==> src/rtl/fra_pkg.sv <==
// ----------------------------------------------------------------------------
// fra_pkg: shared types and constants of the fraction arithmetic core
// Holds the operation codes, the sequencer states and the request and
// response records of the shared subtract unit.
// ----------------------------------------------------------------------------
package fra_pkg;

   localparam int IN_W  = 16;   // width of one input numerator or denominator
   localparam int PROD_W = 32;  // width of one signed 16 x 16 product
   localparam int NUM_W = 33;   // width of the result numerator
   localparam int DEN_W = 32;   // width of the result denominator
   localparam int MAG_W = 32;   // width of a magnitude in the reduction
   localparam int ALU_W = 33;   // width of the shared subtract unit
   localparam int CNT_W = 5;    // bit counter of the divider

   // Operation codes.
   localparam logic [1:0] MODE_ADD = 2'd0;
   localparam logic [1:0] MODE_SUB = 2'd1;
   localparam logic [1:0] MODE_MUL = 2'd2;
   localparam logic [1:0] MODE_DIV = 2'd3;

   // Product steps of the multiply phase.
   localparam logic [1:0] MSTEP_P0  = 2'd0;
   localparam logic [1:0] MSTEP_P1  = 2'd1;
   localparam logic [1:0] MSTEP_DEN = 2'd2;
   localparam logic [1:0] MSTEP_END = 2'd3;

   typedef enum logic [10:0] {
      ST_IDLE = 11'b000_0000_0001,
      ST_MUL  = 11'b000_0000_0010,
      ST_ABSN = 11'b000_0000_0100,
      ST_ABSD = 11'b000_0000_1000,
      ST_TWO  = 11'b000_0001_0000,
      ST_GCD  = 11'b000_0010_0000,
      ST_DIVN = 11'b000_0100_0000,
      ST_NEGN = 11'b000_1000_0000,
      ST_DIVD = 11'b001_0000_0000,
      ST_NEGD = 11'b010_0000_0000,
      ST_DONE = 11'b100_0000_0000
   } state_type;

   typedef struct packed {
      logic [ALU_W-1:0] opa;
      logic [ALU_W-1:0] opb;
   } alu_req_type;

   typedef struct packed {
      logic [ALU_W-1:0] diff;
      logic             borrow;
      logic             zero;
   } alu_rsp_type;

endpackage

==> src/rtl/fra_mul.sv <==
// ----------------------------------------------------------------------------
// fra_mul: registered signed 16 x 16 multiplier
// Forms one product per cycle; the product is registered and appears in
// the cycle after its operands.
// ----------------------------------------------------------------------------
module fra_mul (
   input  logic                                clock,
   input  logic signed [fra_pkg::IN_W-1:0]     op_a,
   input  logic signed [fra_pkg::IN_W-1:0]     op_b,
   output logic signed [fra_pkg::PROD_W-1:0]   prod
);
   import fra_pkg::*;

   logic signed [PROD_W-1:0] prod_ff;
   logic signed [PROD_W-1:0] prod_in;

   assign prod_in = PROD_W'(op_a * op_b);

   always_ff @(posedge clock) begin
      prod_ff <= prod_in;
   end

   assign prod = prod_ff;

endmodule

==> src/rtl/fra_alu.sv <==
// ----------------------------------------------------------------------------
// fra_alu: shared subtract and compare unit
// Computes opa - opb with a borrow out and a zero flag. It serves the
// magnitude, GCD, division and sign steps in turn.
// ----------------------------------------------------------------------------
module fra_alu (
   input  fra_pkg::alu_req_type req,
   output fra_pkg::alu_rsp_type rsp
);
   import fra_pkg::*;

   logic [ALU_W:0] wide_diff;

   assign wide_diff  = {1'b0, req.opa} - {1'b0, req.opb};
   assign rsp.diff   = wide_diff[ALU_W-1:0];
   assign rsp.borrow = wide_diff[ALU_W];
   assign rsp.zero   = (wide_diff[ALU_W-1:0] == '0);

endmodule

==> src/rtl/fraction_arith_reduce_core.sv <==
// ----------------------------------------------------------------------------
// fraction_arith_reduce_core: signed fraction arithmetic with GCD reduction
// Adds, subtracts, multiplies or divides two 16-bit fractions and returns
// the result reduced by the greatest common divisor of its magnitudes.
// ----------------------------------------------------------------------------
// Usage:
// An item enters on the req_ channel (valid/ready) carrying an operation
// code and two fractions num_a/den_a and num_b/den_b. The block takes one
// item at a time: req_ready is high only while the sequencer is idle.
// Each item gives exactly one result item on the rsp_ channel: the reduced
// numerator and denominator, with the signs as the products leave them, and
// a div_zero flag when the raw denominator is zero (both fields then zero).
// A zero numerator over a nonzero denominator gives 0/1.
// Steps: the products through one shared multiplier, the two magnitudes,
// the stripping of the common factors of two, the binary GCD steps, then
// two restoring divisions with a sign step each and a load of the output
// register, one shared subtractor doing all of it.
// A new item is taken in the same cycle as rsp_valid rises at the earliest.
// The result waits in an output register, so the next item is taken while
// a finished one is still held by a stalled receiver; a second finished
// result waits in the sequencer until the first one is taken.
// Reset clears the sequencer and drops rsp_valid; an item in flight is lost.
// ----------------------------------------------------------------------------
module fraction_arith_reduce_core (
   input  logic                               clock,
   input  logic                               reset,
   // Input channel.
   input  logic                               req_valid,
   output logic                               req_ready,
   input  logic [1:0]                         req_mode,
   input  logic signed [fra_pkg::IN_W-1:0]    req_num_a,
   input  logic signed [fra_pkg::IN_W-1:0]    req_den_a,
   input  logic signed [fra_pkg::IN_W-1:0]    req_num_b,
   input  logic signed [fra_pkg::IN_W-1:0]    req_den_b,
   // Result channel.
   output logic                               rsp_valid,
   input  logic                               rsp_ready,
   output logic signed [fra_pkg::NUM_W-1:0]   rsp_res_num,
   output logic signed [fra_pkg::DEN_W-1:0]   rsp_res_den,
   output logic                               rsp_div_zero
);
   import fra_pkg::*;

   localparam logic [CNT_W-1:0] DIV_LAST = CNT_W'(MAG_W - 1);

   // Sequencer and captured item.
   state_type state_ff, state_in;
   logic [CNT_W-1:0] cnt_ff, cnt_in;
   logic [1:0] mode_ff, mode_in;
   logic signed [IN_W-1:0] na_ff, na_in, da_ff, da_in, nb_ff, nb_in, db_ff, db_in;

   // Raw fraction and reduction registers.
   logic signed [NUM_W-1:0] n_ff, n_in;
   logic signed [DEN_W-1:0] d_ff, d_in;
   logic [MAG_W-1:0] x_ff, x_in, y_ff, y_in;
   logic [MAG_W-1:0] mn_ff, mn_in, md_ff, md_in;
   logic [MAG_W-1:0] rem_ff, rem_in, q_ff, q_in;

   // Staged result, and the output register.
   logic [NUM_W-1:0] qn_ff, qn_in;
   logic [DEN_W-1:0] qd_ff, qd_in;
   logic             dz_ff, dz_in;
   logic [NUM_W-1:0] res_num_ff, res_num_in;
   logic [DEN_W-1:0] res_den_ff, res_den_in;
   logic             res_dz_ff, res_dz_in;
   logic             rsp_valid_ff, rsp_valid_in;

   // Shared units.
   logic signed [IN_W-1:0]   mul_a, mul_b;
   logic signed [PROD_W-1:0] prod;
   alu_req_type              alu_req;
   alu_rsp_type              alu_rsp;

   logic             req_fire;
   logic             out_free;
   logic [ALU_W-1:0] rem_shift;

   fra_mul u_mul (
      .clock (clock),
      .op_a  (mul_a),
      .op_b  (mul_b),
      .prod  (prod)
   );

   fra_alu u_alu (
      .req (alu_req),
      .rsp (alu_rsp)
   );

   assign req_ready = (state_ff == ST_IDLE);
   assign req_fire  = req_valid && req_ready;
   assign out_free  = !rsp_valid_ff || rsp_ready;
   assign rem_shift = {rem_ff, q_ff[MAG_W-1]};

   // Multiplier operands follow the product step of the multiply phase.
   always_comb begin
      mul_a = na_ff;
      mul_b = (mode_ff == MODE_MUL) ? nb_ff : db_ff;
      case (cnt_ff[1:0])
         MSTEP_P1: begin
            mul_a = nb_ff;
            mul_b = da_ff;
         end
         MSTEP_DEN: begin
            mul_a = da_ff;
            mul_b = (mode_ff == MODE_DIV) ? nb_ff : db_ff;
         end
         default: begin
         end
      endcase
   end

   // The shared subtractor is steered by the state.
   always_comb begin
      alu_req.opa = {1'b0, x_ff};
      alu_req.opb = {1'b0, y_ff};
      case (state_ff)
         ST_ABSN: begin
            alu_req.opa = '0;
            alu_req.opb = n_ff;
         end
         ST_ABSD: begin
            alu_req.opa = '0;
            alu_req.opb = {d_ff[DEN_W-1], d_ff};
         end
         ST_DIVN, ST_DIVD: begin
            alu_req.opa = rem_shift;
            alu_req.opb = {1'b0, x_ff};
         end
         ST_NEGN, ST_NEGD: begin
            alu_req.opa = '0;
            alu_req.opb = {1'b0, q_ff};
         end
         default: begin
         end
      endcase
   end

   always_comb begin
      state_in     = state_ff;
      cnt_in       = cnt_ff;
      mode_in      = mode_ff;
      na_in        = na_ff;
      da_in        = da_ff;
      nb_in        = nb_ff;
      db_in        = db_ff;
      n_in         = n_ff;
      d_in         = d_ff;
      x_in         = x_ff;
      y_in         = y_ff;
      mn_in        = mn_ff;
      md_in        = md_ff;
      rem_in       = rem_ff;
      q_in         = q_ff;
      qn_in        = qn_ff;
      qd_in        = qd_ff;
      dz_in        = dz_ff;
      res_num_in   = res_num_ff;
      res_den_in   = res_den_ff;
      res_dz_in    = res_dz_ff;
      rsp_valid_in = rsp_valid_ff && !rsp_ready;

      case (state_ff)
         ST_IDLE: begin
            if (req_fire) begin
               mode_in  = req_mode;
               na_in    = req_num_a;
               da_in    = req_den_a;
               nb_in    = req_num_b;
               db_in    = req_den_b;
               cnt_in   = '0;
               state_in = ST_MUL;
            end
         end
         ST_MUL: begin
            // The product of the previous step is ready in this cycle.
            cnt_in = cnt_ff + 1'b1;
            case (cnt_ff[1:0])
               MSTEP_P1: begin
                  n_in = {prod[PROD_W-1], prod};
               end
               MSTEP_DEN: begin
                  if (mode_ff == MODE_ADD) begin
                     n_in = n_ff + {prod[PROD_W-1], prod};
                  end else if (mode_ff == MODE_SUB) begin
                     n_in = n_ff - {prod[PROD_W-1], prod};
                  end
               end
               MSTEP_END: begin
                  d_in     = prod;
                  state_in = ST_ABSN;
               end
               default: begin
               end
            endcase
         end
         ST_ABSN: begin
            if (d_ff == '0) begin
               qn_in    = '0;
               qd_in    = '0;
               dz_in    = 1'b1;
               state_in = ST_DONE;
            end else if (n_ff == '0) begin
               qn_in    = '0;
               qd_in    = DEN_W'(1);
               dz_in    = 1'b0;
               state_in = ST_DONE;
            end else begin
               x_in     = n_ff[NUM_W-1] ? alu_rsp.diff[MAG_W-1:0] : n_ff[MAG_W-1:0];
               state_in = ST_ABSD;
            end
         end
         ST_ABSD: begin
            y_in     = d_ff[DEN_W-1] ? alu_rsp.diff[MAG_W-1:0] : d_ff;
            state_in = ST_TWO;
         end
         ST_TWO: begin
            // Strip the common factors of two; the stripped magnitudes are
            // the dividends of the two divisions by the odd part of the GCD.
            if (!x_ff[0] && !y_ff[0]) begin
               x_in = x_ff >> 1;
               y_in = y_ff >> 1;
            end else begin
               mn_in    = x_ff;
               md_in    = y_ff;
               state_in = ST_GCD;
            end
         end
         ST_GCD: begin
            if (alu_rsp.zero) begin
               // x now holds the odd part of the GCD.
               q_in     = mn_ff;
               rem_in   = '0;
               cnt_in   = '0;
               state_in = ST_DIVN;
            end else if (!x_ff[0]) begin
               x_in = x_ff >> 1;
            end else if (!y_ff[0]) begin
               y_in = y_ff >> 1;
            end else if (alu_rsp.borrow) begin
               // Keep the larger value in x before subtracting.
               x_in = y_ff;
               y_in = x_ff;
            end else begin
               // The difference of two odd values is even: halve it at once.
               x_in = alu_rsp.diff[MAG_W:1];
            end
         end
         ST_DIVN, ST_DIVD: begin
            if (!alu_rsp.borrow) begin
               rem_in = alu_rsp.diff[MAG_W-1:0];
            end else begin
               rem_in = rem_shift[MAG_W-1:0];
            end
            q_in   = {q_ff[MAG_W-2:0], !alu_rsp.borrow};
            cnt_in = cnt_ff + 1'b1;
            if (cnt_ff == DIV_LAST) begin
               state_in = (state_ff == ST_DIVN) ? ST_NEGN : ST_NEGD;
            end
         end
         ST_NEGN: begin
            qn_in    = n_ff[NUM_W-1] ? alu_rsp.diff : {1'b0, q_ff};
            q_in     = md_ff;
            rem_in   = '0;
            cnt_in   = '0;
            state_in = ST_DIVD;
         end
         ST_NEGD: begin
            qd_in    = d_ff[DEN_W-1] ? alu_rsp.diff[DEN_W-1:0] : q_ff;
            dz_in    = 1'b0;
            state_in = ST_DONE;
         end
         ST_DONE: begin
            if (out_free) begin
               res_num_in   = qn_ff;
               res_den_in   = qd_ff;
               res_dz_in    = dz_ff;
               rsp_valid_in = 1'b1;
               state_in     = ST_IDLE;
            end
         end
         default: begin
            state_in = ST_IDLE;
         end
      endcase
   end

   always_ff @(posedge clock) begin
      if (reset) begin
         state_ff     <= ST_IDLE;
         cnt_ff       <= '0;
         rsp_valid_ff <= 1'b0;
      end else begin
         state_ff     <= state_in;
         cnt_ff       <= cnt_in;
         rsp_valid_ff <= rsp_valid_in;
      end
   end

   always_ff @(posedge clock) begin
      mode_ff    <= mode_in;
      na_ff      <= na_in;
      da_ff      <= da_in;
      nb_ff      <= nb_in;
      db_ff      <= db_in;
      n_ff       <= n_in;
      d_ff       <= d_in;
      x_ff       <= x_in;
      y_ff       <= y_in;
      mn_ff      <= mn_in;
      md_ff      <= md_in;
      rem_ff     <= rem_in;
      q_ff       <= q_in;
      qn_ff      <= qn_in;
      qd_ff      <= qd_in;
      dz_ff      <= dz_in;
      res_num_ff <= res_num_in;
      res_den_ff <= res_den_in;
      res_dz_ff  <= res_dz_in;
   end

   assign rsp_valid    = rsp_valid_ff;
   assign rsp_res_num  = res_num_ff;
   assign rsp_res_den  = res_den_ff;
   assign rsp_div_zero = res_dz_ff;

`ifndef SYNTH
   // A zero denominator always reports a zero fraction.
   a_dz_zero_fields: assert property (@(posedge clock) disable iff (reset)
      (rsp_valid && rsp_div_zero) |-> (rsp_res_num == '0 && rsp_res_den == '0))
      else $error("div_zero result carries nonzero fields");

   // A valid result without div_zero never has a zero denominator.
   a_den_nonzero: assert property (@(posedge clock) disable iff (reset)
      (rsp_valid && !rsp_div_zero) |-> (rsp_res_den != '0))
      else $error("reduced denominator is zero");

   // The binary GCD only ever works on nonzero magnitudes.
   a_gcd_nonzero: assert property (@(posedge clock) disable iff (reset)
      (state_ff == ST_GCD || state_ff == ST_TWO) |-> (x_ff != '0 && y_ff != '0))
      else $error("GCD operand reached zero");

   // An accepted item keeps the block busy for at least the product phase.
   a_busy_after_accept: assert property (@(posedge clock) disable iff (reset)
      req_fire |=> !req_ready)
      else $error("new item taken while busy");
`endif

endmodule
==> config.mk <==
export PLATFORM = sky130hd
export DESIGN_NAME = fraction_arith_reduce_core
export DESIGN_NICKNAME = d
export VERILOG_FILES = /design/src/rtl/fra_pkg.sv /design/src/rtl/fra_mul.sv /design/src/rtl/fra_alu.sv /design/src/rtl/fraction_arith_reduce_core.sv
export SDC_FILE = /design/constraint.sdc
export NUM_CORES = 2
export LEC_CHECK = 0
export ABC_AREA = 0
export BUFFER_PORTS_ARGS = -buffer_cell sky130_fd_sc_hd__buf_2
export CAP_MARGIN = 20
export CORE_UTILIZATION = 60
export DETAILED_ROUTE_END_ITERATION = 12
export PLACE_DENSITY = 0.81
export SLEW_MARGIN = 20
export SYNTH_ARGS = -nofsm -noshare
export SYNTH_HDL_FRONTEND = slang
export SYNTH_SLANG_ARGS = --single-unit
==> constraint.sdc <==
create_clock -name clock -period 19.15 [get_ports clock]
set_clock_uncertainty 0.2 [all_clocks]
set_input_delay 0.9575 -clock clock [delete_from_list [all_inputs] [get_ports clock]]
set_output_delay 0.9575 -clock clock [all_outputs]
set_load 0.01 [all_outputs]
==> flow_summary.ini <==
[timing]
hold_violations = 0
relSlewSlack_pct = 18.9
tns_ps = 0
tightest_slew_ps = 1210
max_freq_mhz = 106
min_period_over_period_pct = 49.4
slew_violations = 0
rsz0062_at_grt = no
setup_viol = 0
min_period_ps = 9460

[grt]
grt_max_degree = 84
grt_pass1_wl_microns = 148000
grt_usage_pct = 31.5
grt_overflow = 0
antenna_found_initial = 0
grt_pass1_vias = 27200

[critical_path]
startpoint_type = register
crit_type = reg2reg
arrival_ps = 9500
cp_max_fo = 65
r2r_slack_ps = 9690
critPathRequiredTime_ps = 19200
end_kind = register

[finish]
syn_to_final_growth_pct = 9.09
drive_gt1_share_pct = 9.99
antennaDiodeCount = 0
fillerInstances = 4463
nNetsFinal = 3956

[clock_tree]
hold_buffers = 0
clk_latency_ps = 630
cts_buffers = 52
clk_pin_slew_ps = 60
h-tree-depth = 2
clock_path_buffers = 3
cts_tree = done
clock_sinks = 504
cts_resized = 0
cts_setup_buffers = 0
root_buffer = clkbuf_16

[synthesis]
synthArstFlopShare_pct = 0
synth_fa_ha_area_share_pct = 20.1
synth_edf_count = 455
synth_top_cells_by_count = edfxtp_1 (455), nand2_1 (355), nor2_1 (320), inv_1 (319), fa_1 (264)
synthSimpleGateAreaFrac_pct = 12.2
yosysTopAreaCell = edfxtp_1
synth_top_area_share_pct = 38.2
synth_nets = 3885
synth_compound_area_share_pct = 14.1
synth-xor-area-share_pct = 2.74
ys_types = 90
synthMuxAreaShare_pct = 4.73
syn_area_sq_um = 35700
synth_top_family_by_area = adder cells
synth_most_common_cell = edfxtp_1
synth.area.top_cells = edfxtp_1 (38%), fa_1 (15%), ha_1 (5.3%), nand2_1 (3.7%), mux2i_1 (3.5%)
synth_ff_type = edfxtp_1
syn_inst = 3399
synth-seq-cells = 504
avgSynthCellArea_sq_um = 10.5
synth-seq-area-share_pct = 41.0
ys_warn_count = 0

[route]
drt-vias-per-instance = 6.39
drc = 0
drt_iter0_markers = 3463
dr_total_vias = 27400
drtPass1Iterations = 13
wl_microns = 94300
wl_per_cell_microns = 22.0
ant_nets = 0

[floorplan]
die_w_microns = 246
start_util_pct = 60.7
dieArea_sq_um = 60500
io_pins = 138
die_h_microns = 246
core_area_sq_um = 58900
rows = 89

[placement]
post-dp-hpwl_microns = 66000
io_buffers = 137
gp_congestion = 0.981

[min_path]
hold_class = reg2reg

[run_status]
outcome = finished, final reports clean

[job]
maxCapViolations = 0
[through the flow]
step	hold WS [ps]	area (sq um)	worst slack [ps]	utilization (%)	cells
2_1_floorplan	200	35700	10940	-	3399
3_3_place_gp	201	37200	9760	63.2	4188
3_5_place_dp	205	37200	9770	63.2	4188
4_1_cts	216	39000	9670	66.1	4284
5_1_grt	226	39000	9420	66.2	4285
6_report	215	39000	9690	66.2	4285
[path summary, 6_finish.rpt]
check | startpoint | to | cells past startpoint
min | qd_ff[21] | rsp_res_den[21] | 0
min reg2reg | qd_ff[21] | rsp_res_den[21] | 0
max reg2reg | state_ff[0] | q_ff[1] | 21
max | state_ff[0] | q_ff[1] | 21
[final cells by class]
class	count	area (sq um)	area share (%)
clock buffer	57	1320	3.39
clock inverter	39	408	1.05
inverter	320	1200	3.08
multi-input combinational	2409	19400	49.7
sequential	504	14600	37.6
tap	773	967	2.48
timing repair buffer	183	1050	2.70
[state kept, by name (all words and copies together) (netlist names), 16 cells and up]
| register | flops |
|---|---|
| q_ff | 32 |
| d_ff | 32 |
| rsp_res_den | 32 |
| rsp_res_num | 33 |
| na_ff | 16 |
| qd_ff | 32 |
| md_ff | 32 |
| da_ff | 16 |
| y_ff | 32 |
| nb_ff | 16 |
| qn_ff | 33 |
| mn_ff | 32 |
| u_mul.prod | 32 |
| rem_ff | 32 |
| n_ff | 33 |
| x_ff | 32 |
| db_ff | 16 |
[critical path: stages, from the launching register on]
cell and delay, ps:
dfxtp_1 330, nor4_1 400, nand2_1 130, nor2_1 630
and2_4 700, or4_4 730, nor2_1 100, a31oi_1 210
ha_1 210, inv_1 70, fa_1 460, a21o_1 210
a221oi_2 520, o211ai_1 210, and2_4 240, xnor2_1 730
o21ai_0 200, or4b_1 560, nor4b_4 440, nand4_1 490
nand2_2 570, buf_4 680
[per-layer routing]
| metal | track usage, % | wire length (microns) | vias to the layer above |
|---|---|---|---|
| met1 | 38.7 | 34800 | 13200 |
| met3 | 6.87 | 9620 | 372 |
| li1 | - | - | 12200 |
| met4 | 16.4 | 5190 | 0 |
| met2 | 51.9 | 44700 | 1664 |
| met5 | 0 | 0 | - |
[layout by cell type, fill, tap and decap left out, types with 50 or more instances in the layout]
cell         n
a21oi_1    172
clkbuf_16   52
nor2_1     316
fa_1       264
nand2_1    353
o21ai_0    167
a22oi_1     76
xnor2_1     80
nand3_1     50
edfxtp_1   455
mux2i_1    124
buf_2      137
inv_1      319
ha_1       151
[cells by family (layout without fill, tap and decap cells)]
family,count (synthesis),count (layout)
compound gates,752,752
xor+xnor,112,112
fa+ha+maj,416,416
buf+inv,486,599
flops,504,504
mux,164,164
simple gates,965,965
Power is not shown: default switching activity piles up to over one toggle a cycle in this logic, so the estimate is an artifact.
